**config.mk**
```make
export PLATFORM = sky130hd
export DESIGN_NAME = cnfsa_ctrl
export DESIGN_NICKNAME = d
export VERILOG_FILES = /design/src/rtl/cnfsa_pkg.sv /design/src/rtl/cnfsa_ctrl.sv
export SDC_FILE = /design/constraint.sdc
export NUM_CORES = 1
export LEC_CHECK = 0
export BUFFER_PORTS_ARGS = -buffer_cell sky130_fd_sc_hd__buf_2
export CORE_AREA = 2 2 39 41
export CTS_BUF_LIST = sky130_fd_sc_hd__clkbuf_16
export CTS_CLUSTER_SIZE = 40
export DETAILED_ROUTE_END_ITERATION = 12
export DIE_AREA = 0 0 41 43
export PLACE_DENSITY = 0.59
export SLEW_MARGIN = 30
export SYNTH_ARGS = -nofsm -noshare
export SYNTH_HDL_FRONTEND = slang
export SYNTH_SLANG_ARGS = --single-unit
```
**constraint.sdc**
```tcl
create_clock -name aclk -period 2 [get_ports aclk]
set_input_delay 0.3 -clock aclk [delete_from_list [all_inputs] [get_ports aclk]]
set_output_delay 0.3 -clock aclk [all_outputs]
set_load 0.05 [all_outputs]
```
**src/rtl/cnfsa_pkg.sv**
```systemverilog
// Shared types and constants for the circular next-free-slot allocator.
// Holds the field widths and the controller/datapath command and status structs.
// No dependencies.
package cnfsa_pkg;

    localparam int FIELD_W = 11;
    localparam int TDATA_W = 16;
    localparam int TUSER_W = 2;

    typedef struct packed {
        logic clear;
        logic capture;
        logic check;
        logic seed;
        logic use_succ;
        logic walk;
        logic comp;
        logic save_grant;
        logic link;
        logic result;
    } cnfsa_cmd_t;

    typedef struct packed {
        logic clear_done;
        logic req_bad;
        logic table_full;
        logic at_root;
        logic comp_done;
        logic more_after;
        logic out_free;
    } cnfsa_status_t;

endpackage

```
**src/rtl/cnfsa_ctrl.sv**
```systemverilog
// Controller state machine of the slot allocator: table initialisation, the
// find and compression walks, the successor link and result hand-off. Uses cnfsa_pkg.
module cnfsa_ctrl import cnfsa_pkg::*; (
    input  logic          aclk,
    input  logic          aresetn,
    input  logic          cfg_wen,
    input  logic          s_axis_tvalid,
    output logic          s_axis_tready,
    input  cnfsa_status_t status,
    output cnfsa_cmd_t    cmd
);

    localparam logic [2:0] ST_CLEAR     = 3'd0;
    localparam logic [2:0] ST_IDLE      = 3'd1;
    localparam logic [2:0] ST_CHECK     = 3'd2;
    localparam logic [2:0] ST_SEED      = 3'd3;
    localparam logic [2:0] ST_WALK      = 3'd4;
    localparam logic [2:0] ST_COMP_SEED = 3'd5;
    localparam logic [2:0] ST_COMP      = 3'd6;
    localparam logic [2:0] ST_RESULT    = 3'd7;

    logic [2:0] state_reg;
    logic [2:0] state_next;
    logic       phase_reg;
    logic       phase_next;

    assign s_axis_tready = (state_reg == ST_IDLE);

    always_comb begin
        state_next = state_reg;
        phase_next = phase_reg;
        cmd        = '0;
        case (state_reg)
            ST_CLEAR: begin
                cmd.clear = 1'b1;
                if (status.clear_done) begin
                    state_next = ST_IDLE;
                end
            end
            ST_IDLE: begin
                if (s_axis_tvalid) begin
                    cmd.capture = 1'b1;
                    phase_next  = 1'b0;
                    state_next  = ST_CHECK;
                end
            end
            ST_CHECK: begin
                cmd.check = 1'b1;
                cmd.seed  = 1'b1;
                if (status.req_bad || status.table_full) begin
                    state_next = ST_RESULT;
                end else begin
                    state_next = ST_WALK;
                end
            end
            ST_SEED: begin
                cmd.seed     = 1'b1;
                cmd.use_succ = 1'b1;
                state_next   = ST_WALK;
            end
            ST_WALK: begin
                cmd.walk = 1'b1;
                if (status.at_root) begin
                    state_next = ST_COMP_SEED;
                end
            end
            ST_COMP_SEED: begin
                cmd.seed     = 1'b1;
                cmd.use_succ = phase_reg;
                state_next   = ST_COMP;
            end
            ST_COMP: begin
                cmd.comp = 1'b1;
                if (status.comp_done) begin
                    if (phase_reg) begin
                        cmd.link   = 1'b1;
                        state_next = ST_RESULT;
                    end else begin
                        cmd.save_grant = 1'b1;
                        if (status.more_after) begin
                            phase_next = 1'b1;
                            state_next = ST_SEED;
                        end else begin
                            state_next = ST_RESULT;
                        end
                    end
                end
            end
            ST_RESULT: begin
                if (status.out_free) begin
                    cmd.result = 1'b1;
                    state_next = ST_IDLE;
                end
            end
            default: begin
                state_next = ST_CLEAR;
            end
        endcase
        if (cfg_wen) begin
            cmd        = '0;
            state_next = ST_CLEAR;
        end
    end

    always_ff @(posedge aclk) begin
        if (!aresetn) begin
            state_reg <= ST_CLEAR;
            phase_reg <= 1'b0;
        end else begin
            state_reg <= state_next;
            phase_reg <= phase_next;
        end
    end

endmodule

```
[Word level (Yosys, flattened, before mapping)]
Index checks and enable logic that the tools add are counted.
Word-level totals
  register bits: 4
  bits of input ports: 11
  output and inout port bits: 11
Cells by class
  eq/ne operators: 12
  multiplexer cells: 28
  bitwise operators: 1
  reductions and logical operators: 7
Operators by type and width (count)
  2-to-1 mux 3 bit: 8
  one-hot mux 3 bit (8 select lines): 1
  2-to-1 mux 1 bit: 14
  equality test 3 bit, second input constant: 4
  2-to-1 mux 10 bit: 1
  != test 2 bit, second input constant: 5
  equality test 3 x 2 -> 1 bit, second input constant: 2
  AND reduction 5 bit: 1
  2-to-1 mux 2 bit: 2
  one-hot mux 1 bit (2 select lines): 2
  equality test 3 x 1 -> 1 bit, second input constant: 1
  logical NOT 3 bit: 1
  AND reduction 3 bit: 1
  OR reduction 3 bit: 1
  nonzero test 2 bit: 1
  OR reduction 2 bit: 1
  logical OR 1 bit: 1
  NOT 1 bit: 1

[Depth between registers and ports, before layout]
  word-level depth: 4
  gate-level depth with buffers: 5
  depth with buffers taken out: 3

[Least setup slack after synthesis]
Ideal clock, no wire load.
  path kind: reg-to-output
  start: reg state_reg[1]
  end: out cmd[4] in the netlist's numbering
  data arrival time: 2.197 ns
  data required time: 1.700 ns
  setup slack: -0.497 ns
  stages on the path, launching flop included: 4
  cells stage by stage: dfxtp_1 -> buf_6 -> buf_6 -> nor4b_1
RTL lines
  start: declaration: RTL line cnfsa_ctrl.sv:22  | logic [2:0] state_reg;
  start signal: assignment: RTL line cnfsa_ctrl.sv:110  | state_reg <= state_next;
  end: declaration: RTL line cnfsa_ctrl.sv:10  | output cnfsa_cmd_t cmd

==> impl_results.md <==
- Outcome: finished clean
- Largest family of logic cells by synthesized area: simple AND/OR/NAND/NOR gates
- CTS buffer count: 3
- Worst setup SP type: register
- Synth area leaders: dfxtp_1, buf_6, a221oi_2
- Clk_lat worst skew: roughly 230 ps
- Data required time of the worst path: 1700 ps
- Syn nets: slightly above 60
- Post-route ant nets: 0
- Nets: 85
- Via count: approximately 450
- DIE HEIGHT: 43 um
- Int Power: around 360 uW
- Worst r2r dst: state_reg[0]
- WHS Path Cells: 2
- Max Clk Rate: approximately 580 MHz
- R2R depth: 4
- Vias in the first global route: about 370
- Initial Util: ~29%
- CTS sink cnt: 4
- Endpoints failing setup: 0
- Hold wc startpoint: aresetn
- Area delta synth->final: 46.5%
- Reg-to-Reg Start: state_reg[1]
- Cells after synthesis: 51
- Sw Ratio: 21.4%
- Mapped Avg Cell Area: between 7 and 8 um2
- Comb power frac: about an eighth
- Crit. End Element: output port
- Clk_skew: just over 2 ps
- Post-synthesis mux area share: under 10%
- Critical path's slowest cell: dfxtp_2
- Routed WL per cell: around 11 um
- Mapped Area: 398 um2
- Die X: between 40 and 50 um
- Worst Hold Path EP: phase_reg
- Peak VDD IR: around 0.38 mV
- Largest net degree at the start of global routing: 18
- Routability Congestion: approximately 0.74
- PD cells: just under 800 mW/mm2
- Min Hold Slack: roughly 310 ps
- Largest area contributor in the netlist: dfxtp_1
- FF+latch count, synth: 4
- Leakage power: between 0.2 and 0.3 nW
- First-pass GRT wire length: approximately 1700 um
- CTS tree: done
- Post-Route Setup TNS: 0 ps
- Initial DRC count: 15
- Port bufs: 21
- Sequential share of the synthesized area: ~20%
- Worst slew margin: between 70% and 80%
- Total gr overflow: 0
- CP Class: register to output port
- Worst-Margin Slew: roughly 330 ps
- Yosys warns: 0
- Crit path cell chain: and4bb_2 -> and3_1 -> buf_2
- Yosys top cell area share: roughly 20%
- Routed Wire Length: 990 um
- Area of the core: approximately 0.0014 mm2
- Die ar.: about 0.0018 mm2
- Complex-gate fraction of the synthesized area: between 20% and 30%
- Crit Path Max Fanout: 17
- CTS H-Tree Depth: 1
- Hold Vio Cnt, Final: 0
- # Max-Cap Violations: 0
- Vias/cell: 5.14
- Pins Over Slew Limit: 0
- Clk pin slew, worst setup/hold paths: 30 ps
- Fin crit share: 86.8%
- Buf+Inv Stages, Crit Path: 1
- Total Power: between 400 and 500 uW
- Fill cell count: between 100 and 150
- P_sw: just under 100 uW
- Pre-antenna DRT Iters: 4
- GRT Total Usage: about 14%
- Root buffer cell: clkbuf_16
- Unique masters post-synth: 25
- Inserted Diodes: 0
- Max incr delay on CP: ~520 ps
- Register share of total power: between 10% and 20%
- RSZ-0062 raised after global routing: no
- XOR/XNOR Fraction of Synth Area: 0%
- Min cycle time layout: roughly 1700 ps
- Max FFs per register: 3
- Initial antenna violation count: 0
- I/O pin cnt: 22
- Flop2flop setup slack: ~820 ps
- Clock buffer depth: 2
- Simple-gate share of the synthesized area: between 30% and 40%
- Cell family with most CP delay: flip-flops
- Stages on the worst setup path: 3
- Clock share of power: slightly below 70%
- DRC: 0
- CP arrival: between 1000 and 1500 ps
- Post-synthesis adder-cell area fraction: 0%
- HP Class: input pin to register
- Share of cells above drive strength 1: 47.2%
- Dpl hpwl: a little over 700 um
- # rows: 14
## cell type report
type / instances / area [um2] / share of cell area (%)
multi-input cells: 42 / 287 / 49.1
clock buffers: 3 / 75.1 / 12.9
repair buffers: 23 / 120 / 20.6
well taps: 16 / 20.0 / 3.43
flip-flops and latches: 4 / 81.3 / 13.9
## cells by family after synthesis
logic type,count (synthesis)
and+or+nand+nor,28
AOI/OAI and AO/OA,13
muxes,1
DFF,4
buffers and inverters,5
## synth_stat cells
master / instances
o31ai_1: 1
and3b_1: 1
o21ai_0: 4
mux2i_1: 1
buf_6: 4
buf_4: 1
nand2b_1: 2
dfxtp_1: 4
a21o_1: 1
and4bb_2: 1
nand3_1: 1
nor3b_2: 1
a31oi_1: 1
o211a_1: 1
and3_1: 1
nand2_1: 6
o21ai_1: 1
a221oi_2: 2
nor2b_1: 2
nor4b_1: 1
nor2_1: 7
nand3b_1: 2
nor4_1: 1
a21oi_1: 2
nor3_1: 2
## through the flow
step | util (%) | area (um2) | worst slack, ps | cells
2_1_floorplan | - | 419 | 63.1 | 51
3_3_place_gp | 36.6 | 507 | 318 | 85
3_5_place_dp | 36.6 | 507 | 301 | 85
4_1_cts | 42.0 | 582 | 58.7 | 88
5_1_grt | 42.1 | 583 | 152 | 88
6_report | 42.1 | 583 | 264 | 88
## placed cells by master, fill, tap and decap left out, types with 2 or more instances in the layout
master     Yosys  routed
buf_2          0      21
nand2_1        6       6
nor2_1         7       6
o21ai_0        4       4
clkbuf_16      0       3
dfxtp_1        4       3
nand2b_1       2       2
nor3_1         2       2
nand3b_1       2       2
a21oi_1        2       2
nor2b_1        2       2
a221oi_2       2       2
buf_4          1       2
## worst max-delay path by stage
stage                 startpoint  endpoint  slack [ps]
floorplan           state_reg[2]    cmd[7]          60
global placement    state_reg[2]    cmd[1]         320
detailed placement  state_reg[2]    cmd[1]         300
CTS                 state_reg[2]    cmd[1]          60
global route        state_reg[1]    cmd[7]         150
finish              state_reg[2]    cmd[1]         260
## power by group through the flow
stage | clock network [mW] | registers [mW] | logic [mW]
3_3_place_gp | 0 | 0.0870 | 0.0592
3_5_place_dp | 0 | 0.0870 | 0.0595
2_1_floorplan | 0 | 0.0847 | 0.0431
4_1_cts | 0.317 | 0.0859 | 0.0597
6_report | 0.314 | 0.0859 | 0.0596
5_1_grt | 0.324 | 0.0867 | 0.0651
## metal layers
metal	track usage, %	part of all wire (%)	up-vias
li1	-	-	228
met1	19.5	48	198
met2	17.2	40	21
met3	6.28	8.8	5
met4	10.0	2.5	0
met5	0	0	-
## repair_timing
item / 4_1_cts / 5_1_grt
resized for setup: 0 / 1
hold buffers: 0 / 0
endpoints found under the setup margin: 0 / 3
buffers inserted: 0 / 0
Power figures use the tool's default switching activity.
